$ cat src/control_mode_lease_sequencer_assert.svh
// Assertion macros for the control-mode lease sequencer.
`ifndef CONTROL_MODE_LEASE_SEQUENCER_ASSERT_SVH
`define CONTROL_MODE_LEASE_SEQUENCER_ASSERT_SVH

`ifndef SYNTHESIS

// The consequent must hold in the same cycle as the antecedent.
`define CMLS_ASSERT_SAME(label, clk, rst, ante, cons, msg) \
   label: assert property (@(posedge clk) disable iff (rst) (ante) |-> (cons)) \
      else $error(msg);

// The consequent must hold in the cycle after the antecedent.
`define CMLS_ASSERT_NEXT(label, clk, rst, ante, cons, msg) \
   label: assert property (@(posedge clk) disable iff (rst) (ante) |=> (cons)) \
      else $error(msg);

`else

`define CMLS_ASSERT_SAME(label, clk, rst, ante, cons, msg)

`define CMLS_ASSERT_NEXT(label, clk, rst, ante, cons, msg)

`endif

`endif

$ cat src/cmls_pkg.sv
`default_nettype none

package cmls_pkg;

   localparam int OWNER_BITS   = 8;
   localparam int EPOCH_BITS   = 16;
   localparam int LEASE_BITS   = 24;
   localparam int ELAPSED_BITS = LEASE_BITS + 1;
   localparam int REQ_ID_BITS  = 16;
   localparam int FAILURE_BITS = 8;

   localparam logic [1:0] MODE_NONE = 2'd0;

   typedef enum logic [2:0] {
      FUNC_REQUEST = 3'd0,
      FUNC_EVENT   = 3'd1,
      FUNC_FAIL    = 3'd2,
      FUNC_CANCEL  = 3'd3,
      FUNC_TICK    = 3'd4,
      FUNC_CHECK   = 3'd5
   } func_type;

   typedef enum logic [2:0] {
      EV_STOPPED         = 3'd0,
      EV_MOTION_CANCELED = 3'd1,
      EV_ARM_SAFE        = 3'd2,
      EV_BACKEND_ACTIVE  = 3'd3,
      EV_LEASE_CONFIRMED = 3'd4
   } event_type;

   typedef enum logic [2:0] {
      PH_IDLE       = 3'd0,
      PH_REQUESTED  = 3'd1,
      PH_CANCELING  = 3'd2,
      PH_VERIFYING  = 3'd3,
      PH_ACTIVATING = 3'd4,
      PH_CONFIRMING = 3'd5,
      PH_ACTIVE     = 3'd6,
      PH_FAILED     = 3'd7
   } phase_type;

   typedef enum logic [1:0] {
      REJECT_NONE  = 2'd0,
      REJECT_OWNER = 2'd1,
      REJECT_LEASE = 2'd2
   } reject_type;

   typedef struct packed {
      logic [2:0]              func;
      logic [1:0]              mode;
      logic [OWNER_BITS-1:0]   owner;
      logic [LEASE_BITS-1:0]   lease_ms;
      logic [2:0]              event_req;
      logic [EPOCH_BITS-1:0]   epoch_in;
      logic [FAILURE_BITS-1:0] failure_in;
   } item_type;

   typedef struct packed {
      logic                    accepted;
      logic [1:0]              reject_reason;
      logic [REQ_ID_BITS-1:0]  ticket;
      logic                    transition_error;
      logic [2:0]              phase_now;
      logic [1:0]              mode_now;
      logic [OWNER_BITS-1:0]   owner_now;
      logic [EPOCH_BITS-1:0]   epoch_now;
      logic                    lease_valid;
      logic                    command_allowed;
      logic [FAILURE_BITS-1:0] failure_now;
   } result_type;

   typedef struct packed {
      logic valid;
      logic ready;
   } stage_ctl_type;

endpackage

`default_nettype wire

$ cat src/control_mode_lease_sequencer.sv
// Control-mode switch interlock with leases.
// The req_ channel carries one item per handshake: a request, an advance
// event, a fail, a cancel, a millisecond tick or a command check, chosen by
// req_func. The rsp_ channel returns exactly one result item for every
// accepted item, in order, with the status after that item is applied.
// An item is taken at a rising edge with valid high and stall low.
// An accepted item waits in the input register until the result register
// can take it; the state update then writes its result into the result
// register, and rsp_valid rises once that register is loaded.
// Throughput is one item per cycle while rsp_stall stays low; the state
// logic between the input and result registers is combinational.
// When the receiver stalls, the result register holds its item, the input
// register fills, and req_stall rises until the result is taken; no item
// is lost or repeated.
// A synchronous reset puts the phase in idle, clears modes, owners, the
// epoch, the failure code, lease timer and request counter, and empties
// both registers.
`default_nettype none

`include "control_mode_lease_sequencer_assert.svh"

module control_mode_lease_sequencer (
   input  wire logic                                 clock,
   input  wire logic                                 reset,
   input  wire logic                                 req_valid,
   output logic                                      req_stall,
   input  wire logic [2:0]                           req_func,
   input  wire logic [1:0]                           req_mode,
   input  wire logic [cmls_pkg::OWNER_BITS-1:0]      req_owner,
   input  wire logic [cmls_pkg::LEASE_BITS-1:0]      req_lease_ms,
   input  wire logic [2:0]                           req_event_req,
   input  wire logic [cmls_pkg::EPOCH_BITS-1:0]      req_epoch_in,
   input  wire logic [cmls_pkg::FAILURE_BITS-1:0]    req_failure_in,
   output logic                                      rsp_valid,
   input  wire logic                                 rsp_stall,
   output logic                                      rsp_accepted,
   output logic [1:0]                                rsp_reject_reason,
   output logic [cmls_pkg::REQ_ID_BITS-1:0]          rsp_ticket,
   output logic                                      rsp_transition_error,
   output logic [2:0]                                rsp_phase_now,
   output logic [1:0]                                rsp_mode_now,
   output logic [cmls_pkg::OWNER_BITS-1:0]           rsp_owner_now,
   output logic [cmls_pkg::EPOCH_BITS-1:0]           rsp_epoch_now,
   output logic                                      rsp_lease_valid,
   output logic                                      rsp_command_allowed,
   output logic [cmls_pkg::FAILURE_BITS-1:0]         rsp_failure_now
);

   cmls_pkg::item_type      req_item;
   cmls_pkg::item_type      item;
   cmls_pkg::stage_ctl_type in_ctl;
   cmls_pkg::stage_ctl_type out_ctl;
   cmls_pkg::result_type    core_result;
   cmls_pkg::result_type    rsp_result;
   logic                    advance;

   assign req_item.func       = req_func;
   assign req_item.mode       = req_mode;
   assign req_item.owner      = req_owner;
   assign req_item.lease_ms   = req_lease_ms;
   assign req_item.event_req  = req_event_req;
   assign req_item.epoch_in   = req_epoch_in;
   assign req_item.failure_in = req_failure_in;

   assign advance = in_ctl.valid && out_ctl.ready;

   cmls_in_stage u_in_stage (
      .clock     (clock),
      .reset     (reset),
      .req_valid (req_valid),
      .req_stall (req_stall),
      .req_item  (req_item),
      .take      (advance),
      .ctl       (in_ctl),
      .item      (item)
   );

   cmls_core u_core (
      .clock  (clock),
      .reset  (reset),
      .fire   (advance),
      .item   (item),
      .result (core_result)
   );

   cmls_out_stage u_out_stage (
      .clock     (clock),
      .reset     (reset),
      .load      (advance),
      .result_in (core_result),
      .rsp_stall (rsp_stall),
      .ctl       (out_ctl),
      .result    (rsp_result)
   );

   assign rsp_valid            = out_ctl.valid;
   assign rsp_accepted         = rsp_result.accepted;
   assign rsp_reject_reason    = rsp_result.reject_reason;
   assign rsp_ticket           = rsp_result.ticket;
   assign rsp_transition_error = rsp_result.transition_error;
   assign rsp_phase_now        = rsp_result.phase_now;
   assign rsp_mode_now         = rsp_result.mode_now;
   assign rsp_owner_now        = rsp_result.owner_now;
   assign rsp_epoch_now        = rsp_result.epoch_now;
   assign rsp_lease_valid      = rsp_result.lease_valid;
   assign rsp_command_allowed  = rsp_result.command_allowed;
   assign rsp_failure_now      = rsp_result.failure_now;

   `CMLS_ASSERT_SAME(a_accept_phase, clock, reset, rsp_valid && rsp_accepted, rsp_phase_now == cmls_pkg::PH_REQUESTED && rsp_failure_now == '0, "accepted request did not enter requested")
   `CMLS_ASSERT_SAME(a_lease_active, clock, reset, rsp_valid && rsp_lease_valid, rsp_phase_now == cmls_pkg::PH_ACTIVE, "lease valid outside active phase")
   `CMLS_ASSERT_SAME(a_cmd_lease, clock, reset, rsp_valid && rsp_command_allowed, rsp_lease_valid && !rsp_accepted && !rsp_transition_error, "command allowed without a valid lease")
   `CMLS_ASSERT_NEXT(a_result_follows, clock, reset, advance, rsp_valid, "processed item produced no result")

endmodule

`default_nettype wire

$ cat src/cmls_in_stage.sv
`default_nettype none

module cmls_in_stage (
   input  wire logic              clock,
   input  wire logic              reset,
   input  wire logic              req_valid,
   output logic                   req_stall,
   input  wire cmls_pkg::item_type req_item,
   input  wire logic              take,
   output cmls_pkg::stage_ctl_type ctl,
   output cmls_pkg::item_type      item
);

   logic               valid_ff;
   logic               valid_in;
   cmls_pkg::item_type item_ff;
   logic               accept;

   assign req_stall = valid_ff && !take;
   assign accept    = req_valid && !req_stall;

   always_comb begin
      if (accept) begin
         valid_in = 1'b1;
      end else if (take) begin
         valid_in = 1'b0;
      end else begin
         valid_in = valid_ff;
      end
   end

   always_ff @(posedge clock) begin
      if (reset) begin
         valid_ff <= 1'b0;
      end else begin
         valid_ff <= valid_in;
      end
   end

   always_ff @(posedge clock) begin
      if (accept) begin
         item_ff <= req_item;
      end
   end

   assign ctl.valid = valid_ff;
   assign ctl.ready = !req_stall;
   assign item      = item_ff;

endmodule

`default_nettype wire

$ cat src/cmls_core.sv
`default_nettype none

module cmls_core (
   input  wire logic               clock,
   input  wire logic               reset,
   input  wire logic               fire,
   input  wire cmls_pkg::item_type item,
   output cmls_pkg::result_type    result
);

   typedef struct packed {
      cmls_pkg::phase_type                    phase;
      logic [1:0]                             active_mode;
      logic [1:0]                             target_mode;
      logic [cmls_pkg::OWNER_BITS-1:0]        active_owner;
      logic [cmls_pkg::OWNER_BITS-1:0]        target_owner;
      logic [cmls_pkg::EPOCH_BITS-1:0]        epoch_count;
      logic [cmls_pkg::FAILURE_BITS-1:0]      stored_failure;
      logic [cmls_pkg::LEASE_BITS-1:0]        lease_timeout;
      logic [cmls_pkg::ELAPSED_BITS-1:0]      elapsed_ms;
      logic [cmls_pkg::REQ_ID_BITS-1:0]       request_counter;
   } state_type;

   state_type st_ff;
   state_type st_in;
   logic      ev_ok;
   logic      lease_ok;

   always_ff @(posedge clock) begin
      if (reset) begin
         st_ff <= '{phase: cmls_pkg::PH_IDLE, default: '0};
      end else if (fire) begin
         st_ff <= st_in;
      end
   end

   // Event k is only legal while the phase is k plus one.
   assign ev_ok = (item.event_req <= cmls_pkg::EV_LEASE_CONFIRMED) &&
                  ({1'b0, st_ff.phase} == ({1'b0, item.event_req} + 4'd1));

   always_comb begin
      st_in  = st_ff;
      result = '0;
      unique case (cmls_pkg::func_type'(item.func))
         cmls_pkg::FUNC_REQUEST: begin
            result.ticket         = st_ff.request_counter;
            st_in.request_counter = st_ff.request_counter + 1'b1;
            if (item.mode != cmls_pkg::MODE_NONE && item.owner == '0) begin
               result.reject_reason = cmls_pkg::REJECT_OWNER;
            end else if (item.mode != cmls_pkg::MODE_NONE && item.lease_ms == '0) begin
               result.reject_reason = cmls_pkg::REJECT_LEASE;
            end else begin
               result.accepted      = 1'b1;
               st_in.target_mode    = item.mode;
               st_in.target_owner   = item.owner;
               st_in.phase          = cmls_pkg::PH_REQUESTED;
               st_in.stored_failure = '0;
               st_in.lease_timeout  = item.lease_ms;
            end
         end
         cmls_pkg::FUNC_EVENT: begin
            if (!ev_ok) begin
               result.transition_error = 1'b1;
            end else if (item.event_req == cmls_pkg::EV_LEASE_CONFIRMED) begin
               st_in.active_mode  = st_ff.target_mode;
               st_in.active_owner = st_ff.target_owner;
               st_in.epoch_count  = st_ff.epoch_count + 1'b1;
               st_in.elapsed_ms   = '0;
               st_in.phase        = cmls_pkg::PH_ACTIVE;
            end else begin
               st_in.phase = cmls_pkg::phase_type'(item.event_req + 3'd2);
            end
         end
         cmls_pkg::FUNC_FAIL: begin
            st_in = '{phase: cmls_pkg::PH_FAILED, default: '0};
            st_in.epoch_count     = st_ff.epoch_count;
            st_in.request_counter = st_ff.request_counter;
            st_in.stored_failure  = item.failure_in;
         end
         cmls_pkg::FUNC_CANCEL: begin
            st_in = '{phase: cmls_pkg::PH_IDLE, default: '0};
            st_in.request_counter = st_ff.request_counter;
         end
         cmls_pkg::FUNC_TICK: begin
            if (st_ff.elapsed_ms != '1) begin
               st_in.elapsed_ms = st_ff.elapsed_ms + 1'b1;
            end
         end
         cmls_pkg::FUNC_CHECK: begin
         end
         default: begin
         end
      endcase

      lease_ok = (st_in.phase == cmls_pkg::PH_ACTIVE) &&
                 ((st_in.active_mode == cmls_pkg::MODE_NONE) ||
                  (st_in.elapsed_ms <= {1'b0, st_in.lease_timeout}));

      if (item.func == cmls_pkg::FUNC_CHECK) begin
         result.command_allowed = lease_ok &&
                                  (st_ff.active_mode == item.mode) &&
                                  (st_ff.active_owner == item.owner) &&
                                  (st_ff.epoch_count == item.epoch_in);
      end

      result.phase_now   = st_in.phase;
      result.mode_now    = st_in.active_mode;
      result.owner_now   = st_in.active_owner;
      result.epoch_now   = st_in.epoch_count;
      result.lease_valid = lease_ok;
      result.failure_now = st_in.stored_failure;
   end

endmodule

`default_nettype wire

$ cat src/cmls_out_stage.sv
`default_nettype none

module cmls_out_stage (
   input  wire logic                 clock,
   input  wire logic                 reset,
   input  wire logic                 load,
   input  wire cmls_pkg::result_type result_in,
   input  wire logic                 rsp_stall,
   output cmls_pkg::stage_ctl_type   ctl,
   output cmls_pkg::result_type      result
);

   logic                 valid_ff;
   logic                 valid_in;
   cmls_pkg::result_type result_ff;

   always_comb begin
      if (load) begin
         valid_in = 1'b1;
      end else if (rsp_stall) begin
         valid_in = valid_ff;
      end else begin
         valid_in = 1'b0;
      end
   end

   always_ff @(posedge clock) begin
      if (reset) begin
         valid_ff <= 1'b0;
      end else begin
         valid_ff <= valid_in;
      end
   end

   always_ff @(posedge clock) begin
      if (load) begin
         result_ff <= result_in;
      end
   end

   assign ctl.valid = valid_ff;
   assign ctl.ready = !valid_ff || !rsp_stall;
   assign result    = result_ff;

endmodule

`default_nettype wire
$ cat config.mk
export PLATFORM = sky130hd
export DESIGN_NAME = control_mode_lease_sequencer
export DESIGN_NICKNAME = d
export VERILOG_FILES = /design/src/cmls_pkg.sv /design/src/control_mode_lease_sequencer.sv /design/src/cmls_in_stage.sv /design/src/cmls_core.sv /design/src/cmls_out_stage.sv
export VERILOG_INCLUDE_DIRS = /design/src /design/src/src
export SDC_FILE = /design/constraint.sdc
export NUM_CORES = 1
export LEC_CHECK = 0
export BUFFER_PORTS_ARGS = -buffer_cell sky130_fd_sc_hd__buf_2
export CORE_UTILIZATION = 45
export CTS_BUF_LIST = sky130_fd_sc_hd__clkbuf_2 sky130_fd_sc_hd__clkbuf_4 sky130_fd_sc_hd__clkbuf_8
export CTS_CLUSTER_SIZE = 20
export DETAILED_ROUTE_END_ITERATION = 6
export SLEW_MARGIN = 0
export SYNTH_ARGS = -nofsm -noshare
export SYNTH_HDL_FRONTEND = slang
export SYNTH_SLANG_ARGS = --single-unit
$ cat constraint.sdc
create_clock -name clock -period 4.6 [get_ports clock]
set_input_delay 0.69 -clock clock [delete_from_list [all_inputs] [get_ports clock]]
set_output_delay 0.69 -clock clock [all_outputs]
set_load 0.005 [all_outputs]
### Yosys cells after proc, flatten, opt, wreduce, memory -nomap -nowiden

Cells that the tools add are included.

| word-level totals | value |
|---|---|
| bits in registers | 237 |
| output and inout port bits | 61 |

| cells by class | value |
|---|---|
| add/subtract/negate cells | 5 |
| magnitude comparators | 2 |
| mux-type cells | 34 |
| bitwise logic cells | 1 |
| reduce and logical (&&, ||, !) cells | 27 |
| equal/unequal tests | 15 |

Operator list:

| operator | count |
|---|---|
| 32-bit case mux with 3 select lines | 1 |
| 25-bit 2-to-1 mux | 3 |
| 25-bit case mux with 3 select lines | 1 |
| 32-bit 2-to-1 mux | 2 |
| 16-bit by 1-bit adder with 16-bit output, second input constant | 2 |
| 16-bit 2-to-1 mux | 2 |
| 8-bit 2-to-1 mux | 4 |
| 16-bit case mux with 2 select lines | 1 |
| 8-bit case mux with 2 select lines | 2 |
| 25-bit by 1-bit adder with 25-bit output, second input constant | 1 |
| 25-bit by 24-bit less-or-equal comparator with 1-bit output | 1 |
| 25-bit != test, second input constant | 1 |
| 24-bit logical NOT | 1 |
| 16-bit == test | 1 |
| 3-bit == test, second input constant | 4 |
| 3-bit case mux with 4 select lines | 1 |
| 1-bit logical AND | 10 |
| 3-bit 2-to-1 mux | 3 |
| 8-bit == test | 1 |
| 8-bit logical NOT | 1 |
| 2-bit 2-to-1 mux | 4 |
| 2-bit case mux with 2 select lines | 2 |
| 1-bit 2-to-1 mux | 7 |
| 3-bit by 2-bit == test with 1-bit output, second input constant | 2 |
| other kinds (18) | 26 |

### Logic depth before layout (Yosys ltp)

| logic depth | value |
|---|---|
| depth after elaboration | 11 |
| mapped depth | 16 |

### Hierarchy

From an unflattened synthesis, not the netlist that was laid out.

| unflattened totals | value |
|---|---|
| cell total of the unflattened synthesis | 1190 |
| area total of the unflattened synthesis | 11663.7 um^2 |

Modules (own cells, without submodules):

| module | times used | sequential area each (um^2) | cells each | area each (um^2) |
|---|---|---|---|---|
| cmls_core | 1 | 2242.2 | 1054 | 7857.5 |
| cmls_in_stage | 1 | 1941.9 | 71 | 1988.2 |
| cmls_out_stage | 1 | 1791.7 | 64 | 1811.7 |
| control_mode_lease_sequencer | 1 | 0.0 | 1 | 6.3 |

### Least setup slack after synthesis

Ideal clock, no wire load.

| timing | value |
|---|---|
| path kind | input port to flip-flop |
| start | input rsp_stall |
| end | register u_in_stage.item_ff (netlist bit u_in_stage.item[0]), enable pin |
| stages on the path | 2 |
| data arrival time | 3.760 ns |
| path buffers | 0 |
| library setup time | 0.494 ns |
| setup slack | 0.346 ns |
| data required time | 4.106 ns |
| cells stage by stage | and3_1 > nor2b_1 |

| between the ends | value |
|---|---|
| longest elaborated chain between the ends | 7 |

Ends and longest elaborated chain:

| what | RTL line | RTL |
|---|---|---|
| from (decl) | control_mode_lease_sequencer.sv:35 | `input wire logic rsp_stall,` |
| 1-bit logical NOT | cmls_out_stage.sv:42 | `assign ctl.ready = !valid_ff \|\| !rsp_stall;` |
| 1-bit logical OR | cmls_out_stage.sv:42 |  |
| 1-bit logical AND | control_mode_lease_sequencer.sv:65 | `assign advance = in_ctl.valid && out_ctl.ready;` |
| 1-bit logical NOT | cmls_in_stage.sv:19 | `assign req_stall = valid_ff && !take;` |
| 1-bit logical AND | cmls_in_stage.sv:19 |  |
| 1-bit logical NOT | cmls_in_stage.sv:20 | `assign accept = req_valid && !req_stall;` |
| 1-bit logical AND | cmls_in_stage.sv:20 |  |
| net u_in_stage.accept | cmls_in_stage.sv:17 | `logic accept;` |
| to (signal assigned) | cmls_in_stage.sv:42 | `item_ff <= req_item;` |
| to (decl) | cmls_in_stage.sv:16 | `cmls_pkg::item_type item_ff;` |

The timed path passes the listed nets, and every way through them passes these cells.
A chain may end at the register's enable or synchronous reset.

==> out/qor.yml <==
global_route:
  grt_pass1_wl_mm: 42.59
  grt_overflow: 0
  grt_pass1_vias: 7866
  antenna_found_initial: 0
  grt_max_degree: 94
  grt.total_usage: 0.2204
floorplan:
  die_h_um: 158.6
  rows: 56
  floorplan.initialDensity: 0.4648
  dieArea_um2: 25170
  core_area_um2: 23750
  io_pins: 129
  die_w_um: 158.6
pwr:
  leakage_nw: 4.809
  p_per_area_nw_per_um2: 354.0
  ir_drop_v: 0.0002576
place:
  dp_cells: 1473
  place_congestion: 0.8733
  place_area_um2: 12070
  dpl.hpwl_mm: 18.43
  portBuffers: 128
sta:
  worst_slew_pin_slew_ns: 1.182
  finalSetupViolations: 0
  hold_viol_final: 0
  period_needed_ns: 4.251
  rsz0062_at_grt: "no"
  tns_ns: 0
  drv_slew: 0
  fin_skew_ns: 0.02183
  max_slew_margin: 0.2092
  fmax_ghz: 0.2352
  period_share: 0.9241
detailed_routing:
  ant_nets: 0
  drtPass1Iterations: 5
  wl_mm: 27.75
  drtIter0Drc: 516
  num_vias: 8758
  wl_per_cell_um: 17.95
  drt-vias-per-instance: 5.665
  drc: 0
synthesis:
  synthFlopType: "edfxtp_1"
  yosys_warnings: 0
  synth_edf_count: 123
  synth.distinct_cells: 72
  async_reset_ff_frac: 0
  syn_avg_cell_area_um2: 10.39
  ys_seq_elements: 237
  synth-seq-area-share: 0.5413
  synth_fp_nets: 1161
  synth_area_um2: 11040
  synthCells: 1063
run_status:
  status: "completed"
critical_path:
  arrival_ns: 4.61
  r2r_start: "u_in_stage.item[24]$_DFFE_PP_"
  crit_fanout: 13
  r2r_setup_slack_ns: 0.35
  worstPathRequired_ns: 4.96
  end_kind: "flip-flop"
  r2r-end: "u_out_stage.result[8]$_SDFFCE_PP0P_"
  worstSetupPathType: "flip-flop to flip-flop"
  worst_r2r_path_depth: 14
  critPathLaunchType: "flip-flop"
cells_and_area:
  nets: 1295
  drive_gt1_frac: 0.2135
  final_cell_count_no_fill: 1546
  area_growth_pct: 16.77
  final_util: 0.5428
  final_area_um2: 12890
  mostFrequentLayoutCells: "128 x buf_2, 123 x edfxtp_1, 114 x dfxtp_1"
  diodes: 0
  final_common_cell: "buf_2"
clock_tree:
  cts_htree_levels: 2
  cts_tree: "done"
  numCtsBuffers: 41
  cts.sink_count: 237
  cts_buffer_depth: 3
  insertion_delay_ns: 0.54
  clkTransAtPathRegs_ns: 0.06
  cts_root_buf: "clkbuf_8"
  cts_hold_buffers: 0
hold_path:
  holdPathEnd: "u_in_stage.item[41]$_DFFE_PP_"
  hp-class: "input pin to flip-flop"
  whs_path_depth: 1
  min_from: "req_lease_ms[14]"
run:
  cap_viol_max_count: 0
## power breakdown
group          internal (mW)  switching (mW)
sequential              2.30          0.0459
clock                   1.06           0.855
combinational          0.114           0.191
total                   3.47            1.09
## flip-flops by register name, summed over array words and instances, names as in the netlist
name	count
u_core.st_ff	112
u_in_stage.valid_ff	1
u_out_stage.valid_ff	1
u_out_stage.result	59
u_in_stage.item	64
## synthesized netlist by cell type, drive strengths merged, types with 14 or more instances
library cell	number	area share
nand4	30	0.018
and2	30	0.017
a22o	20	0.016
xor2	14	0.011
nand3	41	0.019
ha	30	0.034
a22oi	51	0.035
edfxtp	123	0.33
inv	17	0.0058
o31ai	23	0.016
o21ai	55	0.025
xnor2	27	0.021
clkbuf	53	0.018
a31oi	20	0.012
nor2	87	0.030
nand2	101	0.034
dfxtp	114	0.21
a21oi	53	0.024
## critical path, cell delays in order, from the launching register on
cell and delay (ns):
edfxtp_1 0.45, ha_1 0.24, xor2_1 0.30, o2111a_2 0.37, a31oi_2 0.12, and2_1 0.32, o21ai_0 0.22, o31ai_1 0.10
ha_1 0.32, nand4_1 0.14, or4_1 0.60, o211ai_1 0.20, a31oi_1 0.07, o32a_1 0.37, nor4_2 0.25
## layout make-up
cell class | count | area (µm²)
Fill cell | 2157 | 10860
Sequential cell | 237 | 5976
Multi-Input combinational cell | 742 | 4757
Timing Repair Buffer | 157 | 870.8
Clock buffer | 61 | 758.2
Tap cell | 319 | 399.1
Inverter | 18 | 70.07
Clock inverter | 12 | 61.31
## through the flow
stage / setup WS [ns] / total power, mW / hold slack (ns)
global placement: 0.4949 / 2.693 / 0.4399
CTS: 0.3702 / 4.618 / 0.2898
floorplan: 0.3460 / 2.563 / 0.4316
detailed placement: 0.3791 / 2.695 / 0.4432
global route: 0.05265 / 4.741 / 0.2976
finish: 0.3491 / 4.564 / 0.3218
## worst max path at each step
| stage | startpoint | slack, ns | depth (start not counted) | endpoint |
|---|---|---|---|---|
| global placement | u_in_stage.item[24]$_DFFE_PP_ | 0.49 | 15 | u_out_stage.result[8]$_SDFFCE_PP0P_ |
| floorplan | rsp_stall | 0.35 | 2 | u_in_stage.item[0]$_DFFE_PP_ |
| detailed placement | u_in_stage.item[24]$_DFFE_PP_ | 0.38 | 15 | u_out_stage.result[8]$_SDFFCE_PP0P_ |
| CTS | u_in_stage.item[24]$_DFFE_PP_ | 0.37 | 15 | u_out_stage.result[8]$_SDFFCE_PP0P_ |
| global route | u_in_stage.item[24]$_DFFE_PP_ | 0.05 | 15 | u_out_stage.result[8]$_SDFFCE_PP0P_ |
| finish | u_in_stage.item[24]$_DFFE_PP_ | 0.35 | 14 | u_out_stage.result[8]$_SDFFCE_PP0P_ |
## cell families after synthesis
kind of cell             synth area share
AO/OA/AOI/OAI                      0.1810
XOR/XNOR                          0.03253
adder cells (fa/ha/maj)           0.03400
buffers and inverters             0.02958
flip-flops                         0.5413
multiplexers                      0.01451
AND/OR/NAND/NOR                    0.1672
## metal layers
layer | track usage | share of wire | vias to the layer above | wire (µm)
met5 | 0 | 0 | - | 0
li1 | - | - | 4287 | -
met1 | 0.3030 | 0.46 | 4115 | 12720
met2 | 0.3521 | 0.46 | 301 | 12700
met3 | 0.03729 | 0.059 | 55 | 1641
met4 | 0.07234 | 0.025 | 0 | 690
## repair_timing
action	CTS	global route
setup endpoints to repair	0	1
gates resized for setup	0	2
setup buffers	0	0
Power figures use the tool's default switching activity.
